$ cat src/rtl/cma_pkg.sv
// Shared types and constants for the three-channel centered moving average.
// No dependencies; cma_lane and the top level refer to this package by scoped names.
package cma_pkg;

    // Window register width and its value after reset.
    localparam int WIN_BITS = 6;
    localparam logic [WIN_BITS-1:0] WIN_RESET = 6'd5;

    // Quotient bits retired per divider cycle.
    localparam int DIV_RADIX = 3;

    // Divider steps for one mean: magnitude bits plus one for the rounding offset, DIV_RADIX per step, rounded up.
    function automatic int div_steps(input int sample_bits, input int depth);
        return (sample_bits + $clog2(depth) + 1 + DIV_RADIX - 1) / DIV_RADIX;
    endfunction

    // Per-cycle commands from the sequencer to each channel lane.
    typedef struct packed {
        logic restart;  // first item of a frame: start the window sum from zero
        logic adjust;   // update the running window sum
        logic add_en;   // add the newly accepted sample
        logic sub_en;   // remove the sample read from the history
        logic load;     // load the divider from the window sum
        logic step;     // advance the divider by one step
    } lane_ctl_t;

endpackage

$ cat src/rtl/cma_history.sv
// Sample history ring: one entry holds the three channel samples of one item.
// Depends on nothing; instantiated by the top level.
module cma_history #(
    parameter int DATA_BITS = 72,
    parameter int DEPTH     = 64
) (
    input  logic                       aclk,
    input  logic                       wr_en,
    input  logic [$clog2(DEPTH)-1:0]   wr_addr,
    input  logic [DATA_BITS-1:0]       wr_data,
    input  logic                       rd_en,
    input  logic [$clog2(DEPTH)-1:0]   rd_addr,
    output logic [DATA_BITS-1:0]       rd_data
);

    logic [DATA_BITS-1:0] mem [DEPTH];

    // Read-first: a read of the address being written returns the old entry.
    always_ff @(posedge aclk) begin
        if (rd_en) begin
            rd_data <= mem[rd_addr];
        end
        if (wr_en) begin
            mem[wr_addr] <= wr_data;
        end
    end

endmodule

$ cat src/rtl/cma_lane.sv
// One channel lane: running window sum and a radix-8 restoring divider for the mean.
// Depends on cma_pkg; three copies are instantiated by the top level.
module cma_lane #(
    parameter int SAMPLE_BITS   = 24,
    parameter int HISTORY_DEPTH = 64
) (
    input  logic                                  aclk,
    input  logic                                  aresetn,
    input  cma_pkg::lane_ctl_t                    ctl,
    input  logic signed [SAMPLE_BITS-1:0]         new_sample,
    input  logic signed [SAMPLE_BITS-1:0]         old_sample,
    input  logic [$clog2(HISTORY_DEPTH+1)-1:0]    count,
    output logic signed [SAMPLE_BITS-1:0]         mean
);

    localparam int CW       = $clog2(HISTORY_DEPTH + 1);
    localparam int SUM_BITS = SAMPLE_BITS + $clog2(HISTORY_DEPTH);
    localparam int STEPS    = cma_pkg::div_steps(SAMPLE_BITS, HISTORY_DEPTH);
    localparam int PAD      = STEPS * cma_pkg::DIV_RADIX;

    logic signed [SUM_BITS-1:0] sum_reg, sum_next;
    logic signed [SUM_BITS-1:0] base, add_term, sub_term;
    logic [SUM_BITS-1:0]        mag;
    logic [PAD-1:0]             dividend;
    logic [CW:0]                rem_reg, rem_next, r;
    logic [PAD-1:0]             dq_reg, dq_next, dq;
    logic                       ge;
    logic                       neg_reg;
    logic [SAMPLE_BITS-1:0]     q;

    // Window sum update: add the new sample and drop the one leaving the span.
    always_comb begin
        base     = ctl.restart ? '0 : sum_reg;
        add_term = ctl.add_en ? SUM_BITS'(new_sample) : '0;
        sub_term = ctl.sub_en ? SUM_BITS'(old_sample) : '0;
        sum_next = base + add_term - sub_term;
    end

    always_ff @(posedge aclk) begin
        if (!aresetn) begin
            sum_reg <= '0;
        end else if (ctl.adjust) begin
            sum_reg <= sum_next;
        end
    end

    // Rounded magnitude to divide: |sum| + count/2 gives round half away from zero.
    always_comb begin
        mag      = sum_reg[SUM_BITS-1] ? SUM_BITS'(-sum_reg) : SUM_BITS'(sum_reg);
        dividend = PAD'(mag) + PAD'(count >> 1);
    end

    // Restoring division, DIV_RADIX quotient bits per cycle while step is set.
    always_comb begin
        r  = rem_reg;
        dq = dq_reg;
        ge = 1'b0;
        for (int k = 0; k < cma_pkg::DIV_RADIX; k++) begin
            r  = {r[CW-1:0], dq[PAD-1]};
            ge = (r >= {1'b0, count});
            dq = {dq[PAD-2:0], ge};
            if (ge) begin
                r = r - {1'b0, count};
            end
        end
        rem_next = r;
        dq_next  = dq;
    end

    always_ff @(posedge aclk) begin
        if (ctl.load) begin
            rem_reg <= '0;
            dq_reg  <= dividend;
            neg_reg <= sum_reg[SUM_BITS-1];
        end else if (ctl.step) begin
            rem_reg <= rem_next;
            dq_reg  <= dq_next;
        end
    end

    // Restore the sign of the quotient.
    assign q    = dq_reg[SAMPLE_BITS-1:0];
    assign mean = neg_reg ? signed'(-q) : signed'(q);

endmodule

$ cat src/rtl/cma_merge.sv
// Output stage: joins the three lane means and the last flag into one result request.
// Depends on nothing; instantiated by the top level.
module cma_merge #(
    parameter int SAMPLE_BITS = 24
) (
    input  logic                                      aclk,
    input  logic                                      aresetn,
    input  logic                                      push,
    input  logic                                      push_last,
    input  logic signed [SAMPLE_BITS-1:0]             mean_a,
    input  logic signed [SAMPLE_BITS-1:0]             mean_b,
    input  logic signed [SAMPLE_BITS-1:0]             mean_ab,
    output logic                                      slot_free,
    output logic                                      m_tvalid,
    input  logic                                      m_tready,
    // smoothed_a, smoothed_b, smoothed_ab from bit 0 up, zero padded to bytes
    output logic [((3*SAMPLE_BITS+7)/8)*8-1:0]        m_tdata,
    // result_last
    output logic                                      m_tlast
);

    localparam int TW = ((3 * SAMPLE_BITS + 7) / 8) * 8;

    logic                       valid_reg;
    logic [3*SAMPLE_BITS-1:0]   data_reg;
    logic                       last_reg;

    // The holding register frees as soon as its request is taken.
    assign slot_free = !valid_reg || m_tready;

    always_ff @(posedge aclk) begin
        if (!aresetn) begin
            valid_reg <= 1'b0;
        end else if (slot_free) begin
            valid_reg <= push;
        end
    end

    always_ff @(posedge aclk) begin
        if (slot_free && push) begin
            data_reg <= {mean_ab, mean_b, mean_a};
            last_reg <= push_last;
        end
    end

    assign m_tvalid = valid_reg;
    assign m_tdata  = TW'(data_reg);
    assign m_tlast  = last_reg;

endmodule

$ cat src/rtl/centered_moving_average_three_channel.sv
// An accepted item passes READ and ADJUST, then returns to IDLE if it gives no result; otherwise
// START, DIV (the 3-bit-per-cycle lane dividers) and PUSH follow. Items are taken only in IDLE.
// A frame end flushes up to half+1 results, each through READ to PUSH; PUSH waits on the slot.
// Reset (synchronous, active low) clears the window to 5, the frame count and window sums.
// The history memory has no reset; only entries written in the current frame are read.
module centered_moving_average_three_channel #(
    parameter int HISTORY_DEPTH = 64,
    parameter int SAMPLE_BITS   = 24
) (
    input  logic                                      aclk,
    input  logic                                      aresetn,
    input  logic                                      cfg_wr_en,
    input  logic [cma_pkg::WIN_BITS-1:0]              cfg_wr_data,
    input  logic                                      s_tvalid,
    output logic                                      s_tready,
    // sample_a, sample_b, sample_ab from bit 0 up, zero padded to bytes
    input  logic [((3*SAMPLE_BITS+7)/8)*8-1:0]        s_tdata,
    // frame_end
    input  logic                                      s_tlast,
    output logic                                      m_tvalid,
    input  logic                                      m_tready,
    // smoothed_a, smoothed_b, smoothed_ab from bit 0 up, zero padded to bytes
    output logic [((3*SAMPLE_BITS+7)/8)*8-1:0]        m_tdata,
    // result_last
    output logic                                      m_tlast
);

    localparam int AW    = $clog2(HISTORY_DEPTH);
    localparam int CW    = $clog2(HISTORY_DEPTH + 1);
    localparam int HMAX  = (HISTORY_DEPTH - 1) / 2;
    localparam int STEPS = cma_pkg::div_steps(SAMPLE_BITS, HISTORY_DEPTH);
    localparam int SW    = $clog2(STEPS + 1);

    localparam logic [2:0] S_IDLE   = 3'd0;
    localparam logic [2:0] S_READ   = 3'd1;
    localparam logic [2:0] S_ADJUST = 3'd2;
    localparam logic [2:0] S_START  = 3'd3;
    localparam logic [2:0] S_DIV    = 3'd4;
    localparam logic [2:0] S_PUSH   = 3'd5;

    logic [2:0]                     state_reg, state_next;
    logic [cma_pkg::WIN_BITS-1:0]   wp_reg;
    logic [AW-1:0]                  half_reg, idx_reg, head_reg, newest_reg, dk_reg;
    logic                           active_reg, flush_reg, upd_reg, restart_reg;
    logic                           fe_reg, sub_en_reg;
    logic [CW-1:0]                  cnt_reg;
    logic [SW-1:0]                  step_reg;
    logic signed [SAMPLE_BITS-1:0]  new_a_reg, new_b_reg, new_ab_reg;

    logic                           accept;
    logic [cma_pkg::WIN_BITS-1:0]   wp_eff, h_raw;
    logic [AW-1:0]                  h_new, idx_new;
    logic [AW:0]                    two_h1, dk_plus_h, d_back, addr_sum;
    logic [AW-1:0]                  base_addr, rd_addr;
    logic                           sub_cond;
    logic [AW-1:0]                  dk_sel, top;
    logic                           emit;
    logic [AW:0]                    hi, hi_c;
    logic                           slot_free, push, push_last;
    logic [3*SAMPLE_BITS-1:0]       rd_data;
    cma_pkg::lane_ctl_t             lane_ctl;
    logic signed [SAMPLE_BITS-1:0]  mean_a, mean_b, mean_ab;

    assign s_tready = (state_reg == S_IDLE);
    assign accept   = s_tvalid && s_tready;

    // Window register; it takes effect at the next frame start.
    always_ff @(posedge aclk) begin
        if (!aresetn) begin
            wp_reg <= cma_pkg::WIN_RESET;
        end else if (cfg_wr_en) begin
            wp_reg <= cfg_wr_data;
        end
    end

    // Half width for a new frame: a zero window acts as one, clamped to the history.
    always_comb begin
        wp_eff = (wp_reg == '0) ? cma_pkg::WIN_BITS'(1) : wp_reg;
        h_raw  = wp_eff >> 1;
        h_new  = (32'(h_raw) > 32'(HMAX)) ? AW'(HMAX) : AW'(h_raw);
        if (!active_reg) begin
            idx_new = '0;
        end else if (idx_reg == AW'(HISTORY_DEPTH - 1)) begin
            idx_new = idx_reg;
        end else begin
            idx_new = idx_reg + 1'b1;
        end
    end

    // History address of the sample that leaves the span, and whether it exists.
    always_comb begin
        two_h1    = {half_reg, 1'b1};
        dk_plus_h = (AW+1)'(dk_reg) + (AW+1)'(half_reg);
        d_back    = upd_reg ? two_h1 : dk_plus_h;
        base_addr = upd_reg ? head_reg : newest_reg;
        sub_cond  = upd_reg ? ((AW+1)'(idx_reg) >= two_h1)
                            : (dk_plus_h <= (AW+1)'(idx_reg));
        addr_sum  = (AW+1)'(base_addr) + (AW+1)'(HISTORY_DEPTH) - d_back;
        if (addr_sum >= (AW+1)'(HISTORY_DEPTH)) begin
            addr_sum = addr_sum - (AW+1)'(HISTORY_DEPTH);
        end
        rd_addr = AW'(addr_sum);
    end

    // Center of the next result and the number of samples its span covers.
    always_comb begin
        top = (half_reg < idx_reg) ? half_reg : idx_reg;
        if (upd_reg) begin
            dk_sel = fe_reg ? top : half_reg;
            emit   = fe_reg || (idx_reg >= half_reg);
        end else begin
            dk_sel = dk_reg - 1'b1;
            emit   = 1'b1;
        end
        hi   = (AW+1)'(dk_sel) + (AW+1)'(half_reg);
        hi_c = (hi > (AW+1)'(idx_reg)) ? (AW+1)'(idx_reg) : hi;
    end

    assign push      = (state_reg == S_PUSH);
    assign push_last = flush_reg && (dk_reg == '0);

    // Sequencer next state.
    always_comb begin
        state_next = state_reg;
        unique case (state_reg)
            S_IDLE:   if (accept) state_next = S_READ;
            S_READ:   state_next = S_ADJUST;
            S_ADJUST: state_next = emit ? S_START : S_IDLE;
            S_START:  state_next = S_DIV;
            S_DIV:    if (step_reg == SW'(STEPS - 1)) state_next = S_PUSH;
            S_PUSH: begin
                if (slot_free) begin
                    state_next = (flush_reg && dk_reg != '0) ? S_READ : S_IDLE;
                end
            end
            default:  state_next = S_IDLE;
        endcase
    end

    // Control registers.
    always_ff @(posedge aclk) begin
        if (!aresetn) begin
            state_reg   <= S_IDLE;
            half_reg    <= '0;
            idx_reg     <= '0;
            head_reg    <= '0;
            newest_reg  <= '0;
            dk_reg      <= '0;
            active_reg  <= 1'b0;
            flush_reg   <= 1'b0;
            upd_reg     <= 1'b0;
            restart_reg <= 1'b0;
            fe_reg      <= 1'b0;
            sub_en_reg  <= 1'b0;
            cnt_reg     <= '0;
            step_reg    <= '0;
        end else begin
            state_reg <= state_next;
            unique case (state_reg)
                S_IDLE: begin
                    if (accept) begin
                        if (!active_reg) begin
                            half_reg <= h_new;
                        end
                        idx_reg     <= idx_new;
                        active_reg  <= 1'b1;
                        restart_reg <= !active_reg;
                        upd_reg     <= 1'b1;
                        fe_reg      <= s_tlast;
                    end
                end
                S_READ: begin
                    sub_en_reg <= sub_cond;
                    if (upd_reg) begin
                        newest_reg <= head_reg;
                        head_reg   <= (head_reg == AW'(HISTORY_DEPTH - 1)) ? '0
                                                                         : head_reg + 1'b1;
                    end
                end
                S_ADJUST: begin
                    upd_reg     <= 1'b0;
                    restart_reg <= 1'b0;
                    dk_reg      <= dk_sel;
                    cnt_reg     <= CW'(hi_c) + 1'b1;
                    if (upd_reg && fe_reg) begin
                        flush_reg <= 1'b1;
                    end
                end
                S_START: begin
                    step_reg <= '0;
                end
                S_DIV: begin
                    step_reg <= step_reg + 1'b1;
                end
                S_PUSH: begin
                    if (slot_free && push_last) begin
                        flush_reg  <= 1'b0;
                        active_reg <= 1'b0;
                    end
                end
                default: ;
            endcase
        end
    end

    // Accepted samples wait here until the lanes fold them into the sums.
    always_ff @(posedge aclk) begin
        if (accept) begin
            new_a_reg  <= s_tdata[SAMPLE_BITS-1:0];
            new_b_reg  <= s_tdata[2*SAMPLE_BITS-1:SAMPLE_BITS];
            new_ab_reg <= s_tdata[3*SAMPLE_BITS-1:2*SAMPLE_BITS];
        end
    end

    // History ring of sample triples.
    cma_history #(
        .DATA_BITS (3 * SAMPLE_BITS),
        .DEPTH     (HISTORY_DEPTH)
    ) u_history (
        .aclk    (aclk),
        .wr_en   ((state_reg == S_READ) && upd_reg),
        .wr_addr (head_reg),
        .wr_data ({new_ab_reg, new_b_reg, new_a_reg}),
        .rd_en   (state_reg == S_READ),
        .rd_addr (rd_addr),
        .rd_data (rd_data)
    );

    // Commands shared by the three lanes.
    always_comb begin
        lane_ctl.restart = restart_reg;
        lane_ctl.adjust  = (state_reg == S_ADJUST);
        lane_ctl.add_en  = upd_reg;
        lane_ctl.sub_en  = sub_en_reg;
        lane_ctl.load    = (state_reg == S_START);
        lane_ctl.step    = (state_reg == S_DIV);
    end

    cma_lane #(
        .SAMPLE_BITS   (SAMPLE_BITS),
        .HISTORY_DEPTH (HISTORY_DEPTH)
    ) u_lane_a (
        .aclk       (aclk),
        .aresetn    (aresetn),
        .ctl        (lane_ctl),
        .new_sample (new_a_reg),
        .old_sample (rd_data[SAMPLE_BITS-1:0]),
        .count      (cnt_reg),
        .mean       (mean_a)
    );

    cma_lane #(
        .SAMPLE_BITS   (SAMPLE_BITS),
        .HISTORY_DEPTH (HISTORY_DEPTH)
    ) u_lane_b (
        .aclk       (aclk),
        .aresetn    (aresetn),
        .ctl        (lane_ctl),
        .new_sample (new_b_reg),
        .old_sample (rd_data[2*SAMPLE_BITS-1:SAMPLE_BITS]),
        .count      (cnt_reg),
        .mean       (mean_b)
    );

    cma_lane #(
        .SAMPLE_BITS   (SAMPLE_BITS),
        .HISTORY_DEPTH (HISTORY_DEPTH)
    ) u_lane_ab (
        .aclk       (aclk),
        .aresetn    (aresetn),
        .ctl        (lane_ctl),
        .new_sample (new_ab_reg),
        .old_sample (rd_data[3*SAMPLE_BITS-1:2*SAMPLE_BITS]),
        .count      (cnt_reg),
        .mean       (mean_ab)
    );

    // Output register joining the lane means.
    cma_merge #(
        .SAMPLE_BITS (SAMPLE_BITS)
    ) u_merge (
        .aclk      (aclk),
        .aresetn   (aresetn),
        .push      (push),
        .push_last (push_last),
        .mean_a    (mean_a),
        .mean_b    (mean_b),
        .mean_ab   (mean_ab),
        .slot_free (slot_free),
        .m_tvalid  (m_tvalid),
        .m_tready  (m_tready),
        .m_tdata   (m_tdata),
        .m_tlast   (m_tlast)
    );

    // A flush never centers a result beyond the half width or the frame start.
    a_flush_center: assert property (@(posedge aclk) disable iff (!aresetn)
        flush_reg |-> (dk_reg <= half_reg) && (dk_reg <= idx_reg))
        else $error("flush center out of range");

    // The divisor is never zero and never exceeds the full span.
    a_count_range: assert property (@(posedge aclk) disable iff (!aresetn)
        (state_reg == S_DIV) |-> (cnt_reg != '0) &&
            ((AW+2)'(cnt_reg) <= (AW+2)'({half_reg, 1'b1})))
        else $error("divisor count out of range");

    // The first item of a frame restarts the index and the window sums.
    a_frame_start: assert property (@(posedge aclk) disable iff (!aresetn)
        (accept && !active_reg) |=> (idx_reg == '0) && restart_reg && active_reg)
        else $error("frame start not taken");

    // Handing over the final result of a frame closes the frame.
    a_frame_close: assert property (@(posedge aclk) disable iff (!aresetn)
        (push && slot_free && push_last) |=> !active_reg && !flush_reg)
        else $error("frame not closed after final result");

endmodule
$ cat config.mk
export PLATFORM = sky130hd
export DESIGN_NAME = centered_moving_average_three_channel
export DESIGN_NICKNAME = d
export VERILOG_FILES = /design/src/rtl/cma_pkg.sv /design/src/rtl/cma_history.sv /design/src/rtl/cma_lane.sv /design/src/rtl/cma_merge.sv /design/src/rtl/centered_moving_average_three_channel.sv
export SDC_FILE = /design/constraint.sdc
export NUM_CORES = 2
export LEC_CHECK = 0
export ABC_CLOCK_PERIOD_IN_PS = 6900
export BUFFER_PORTS_ARGS = -buffer_cell sky130_fd_sc_hd__buf_2
export CORE_ASPECT_RATIO = 0.6
export CORE_MARGIN = 3
export CORE_UTILIZATION = 55
export DETAILED_ROUTE_END_ITERATION = 6
export PLACE_DENSITY = 0.72
export RECOVER_POWER = 100
export SETUP_SLACK_MARGIN = 0.4
export SLEW_MARGIN = 15
export SYNTH_ARGS = -nofsm -noshare
export SYNTH_HDL_FRONTEND = slang
export SYNTH_MEMORY_MAX_BITS = 65536
export SYNTH_SLANG_ARGS = --single-unit
$ cat constraint.sdc
create_clock -name aclk -period 6.9 [get_ports aclk]
set_input_delay 1.38 -clock aclk [delete_from_list [all_inputs] [get_ports aclk]]
set_output_delay 1.38 -clock aclk [all_outputs]
set_load 0.005 [all_outputs]
==> impl_metrics.csv <==
group,metric,value,unit
pwr,intPower,0.0715,W
synth,synthTopCellsByCount,"4927 x edfxtp_1, 1440 x mux4_2, 428 x nand2_1, 410 x clkbuf_1, 314 x inv_1",
synth,synth_top_cell_by_area,"edfxtp_1",
sta,rsz0062_at_grt,"true",
synth,syn_avg_cell_area,19.6,um2
synth,synth.area.top_cells,"edfxtp_1 70%, mux4_2 15%, dfxtp_1 1.6%, ha_1 1.3%, fa_1 0.97%",
synth,syn_inst,10700,
synth,synth_top_area_share,70.3,%
pwr,power_density,474,nW/um2
critical_path,crit_path_frequent_cell,"mux4_2",
final_layout,fillCellCount,25900,
route,drtPass1Iterations,7,
sta,fin_worst_skew,58.4,ps
floorplanning,die_w,805,um
sta,max_freq,147,MHz
final_layout,stdcell_count,16700,
critical_path,max_stage_delay,2290,ps
final_layout,largest_register,"u_history.mem",
global_routing,grt_pass1_wl,859000,um
floorplanning,fp.dieArea,390000,um2
place,dp.cells,15900,
sta,setup_viol,0,
clock_network,cts_hold_buf,0,
sta,hold_violations,0,
clock_network,clk_latency,1000,ps
status,violations,"design-rule violations, max-capacitance violations, max-slew violations",
route,vias,115000,
critical_path,critPathKind,"register to register",
synth,synth-seq-cells,5093,
synth,ys_seq_area_share,71.9,%
clock_network,cts_tree,"built",
global_routing,grt_max_degree,121,
global_routing,track_usage,31.4,%
sta,relSlewSlack,-172,%
status,status,"finished with violations",
sta,timing.final.ws_setup,107,ps
pwr,ir_drop,0.971,mV
route,ant_nets,0,
pwr,p_sw_share,35.5,%
critical_path,critPathMaxFanout,34,
floorplanning,core,380000,um2
synth,syn_nets,11100,
critical_path,cp.required,7560,ps
floorplanning,fp.dieH,485,um
pwr,p_leak,75.1,nW
synth,synth_area,210000,um2
critical_path,critPathLaunchType,"register",
synth,synth_edf_count,4927,
critical_path,cp_top_family,"adder cells",
floorplanning,initial_core_util,55.4,%
route,via_per_inst,6.88,
critical_path,ff2ff_setup_slack,110,ps
final_layout,final_nets,11700,
global_routing,grt_overflow_total,0,
critical_path,cp-startpoint,"upd_reg$_SDFFE_PN0P_",
critical_path,path_buf_inv,2,
critical_path,crit_cells,10,
place,io_buffer_count,157,
synth,async_reset_ff_share,0,%
floorplanning,rows,175,
critical_path,reg2reg_from,"upd_reg$_SDFFE_PN0P_",
place,place_hpwl,362000,um
final_layout,drive_above_1_share,22.6,%
global_routing,antenna_found_initial,38,
synth,synth_cell_types,98,
clock_network,cts_made_buffers,440,
sta,worst_slew_pin_slew,4080,ps
critical_path,reg2reg_to,"u_history.rd_data[4]$_DFFE_PP_",
pwr,power_frac_seq,33.9,%
floorplanning,boundaryPins,159,
route,wl,615000,um
route,drtIter0Drc,20000,
place,place_congestion,0.917,
critical_path,path_cells,"mux2i_1 > ha_4 > inv_1 > fa_1 > clkbuf_2 > mux4_2 > mux4_2 > nor2b_1 > a211oi_1 > a21oi_1",
min_path,hold_class,"register to register",
critical_path,cp.arrival,7460,ps
clock_network,cts-root-buf,"clkbuf_16",
pwr,power,0.111,W
critical_path,crit_path_end_kind,"register",
critical_path,rr_worst_depth,10,
sta,slew_violations,7615,
clock_network,clockBufferDepth,4,
critical_path,critPathCapture,"u_history.rd_data[4]$_DFFE_PP_",
sta,min_period,6790,ps
clock_network,h-tree-depth,5,
synth,yosysWarnings,0,
job,cap_violations,210,
place,place_ws,110,ps
pwr,pwr-share-clk,22.6,%
sta,post-route-period-util,98.5,%
sta,setup_tns,0,ps
synth,synth_most_common_cell,"edfxtp_1",
pwr,pwr-share-comb,43.6,%
clock_network,numClockSinks,5093,
global_routing,grt_pass1_vias,110000,
critical_path,cpMaxStageDelayCell,"fa_1",
final_layout,synthToLayoutAreaGrowth,11.1,%
route,drc_errors,1,
pwr,p_sw,0.0394,W
route,post_drt_wl_per_cell,36.8,um
synth,synthFlopType,"edfxtp_1",
clock_network,clkTransAtPathRegs,70,ps
final_layout,largest_reg_flops,4608,
-- repair_timing --
item,CTS,global route
cloned,0,1
setup buffers,1,12
pin swaps,3,14
gates resized for setup,10,43
setup endpoints to repair,21,24
-- through the flow --
step | utilization [%] | area, um2 | hold WS [ps]
floorplan | - | 210000 | 426
global placement | 58.1 | 221000 | 445
finish | 61.5 | 234000 | 465
CTS | 61.9 | 235000 | 461
global route | 61.5 | 234000 | 494
detailed placement | 58.1 | 221000 | 453
-- layout make-up --
type,instances,area [um2],area share (%)
Antenna cell,21,52.6,0.0225
Clock inverter,255,2550,1.09
Tap cell,5044,6310,2.70
Inverter,315,1180,0.507
Timing Repair Buffer,652,4340,1.86
Multi-Input combinational cell,4772,56300,24.1
Clock buffer,556,11700,5.02
Sequential cell,5093,151000,64.7
-- worst register-to-register path, cell delays in order (launching register included) --
cell and delay [ps]:
dfxtp_4 710, mux2i_1 490, ha_4 190, inv_1 50
fa_1 2290, clkbuf_2 1190, mux4_2 450, mux4_2 450
nor2b_1 160, a211oi_1 340, a21oi_1 180
-- per-layer routing --
| layer | global-route usage, % | part of all wire (%) | wire, um |
|---|---|---|---|
| met5 | 0 | 0.016 | 97 |
| met4 | 8.17 | 3.2 | 20000 |
| met3 | 10.1 | 16 | 98000 |
| met2 | 43.7 | 42 | 260000 |
| met1 | 48.3 | 39 | 237000 |
-- logic make-up after synthesis --
group | Yosys count | synth area share (%)
flip-flops | 5093 | 71.9
XOR/XNOR | 325 | 1.36
multiplexers | 1593 | 16.2
adder cells (fa/ha/maj) | 325 | 2.30
AND/OR/NAND/NOR | 1483 | 3.59
AO/OA/AOI/OAI | 1045 | 3.15
buffers and inverters | 856 | 1.56
-- cells in the final DEF, fill, tap and decap left out, drive strengths merged, types with 102 or more instances in the layout --
master and n:
edfxtp 4927, buf 336, clkbuf 872, ha 223, mux4 1440, nor2 292
nor2b 105, inv 331, clkinv 174, mux2i 119, xnor2 218, dfxtp 166
o21ai 276, xor2 106, a21oi 296, nand2b 137, fa 102, nand2 428
a211oi 111
-- power by group through the flow --
| stage | sequential (W) | clock, W | combinational, W |
|---|---|---|---|
| 6_report | 0.0375 | 0.0250 | 0.0483 |
| 4_1_cts | 0.0373 | 0.0252 | 0.0466 |
| 5_1_grt | 0.0376 | 0.0264 | 0.0515 |
| 2_1_floorplan | 0.0377 | 0 | 0.0318 |
| 3_3_place_gp | 0.0380 | 0 | 0.0456 |
| 3_5_place_dp | 0.0380 | 0 | 0.0460 |
-- worst min path at each step --
stage,startpoint,to,slack [ps],depth (start not counted)
global route,wp_reg[5]$_SDFFE_PN0P_,half_reg[4]$_SDFFE_PN0P_,490,2
detailed placement,newest_reg[3]$_SDFFE_PN0P_,newest_reg[3]$_SDFFE_PN0P_,450,2
finish,newest_reg[3]$_SDFFE_PN0P_,newest_reg[3]$_SDFFE_PN0P_,460,2
CTS,newest_reg[3]$_SDFFE_PN0P_,newest_reg[3]$_SDFFE_PN0P_,460,2
floorplan,u_lane_a.rem_reg[6]$_SDFFE_PP0P_,u_lane_a.rem_reg[6]$_SDFFE_PP0P_,430,2
global placement,newest_reg[3]$_SDFFE_PN0P_,newest_reg[3]$_SDFFE_PN0P_,440,2
No activity file was read; power rests on OpenSTA's default activity.
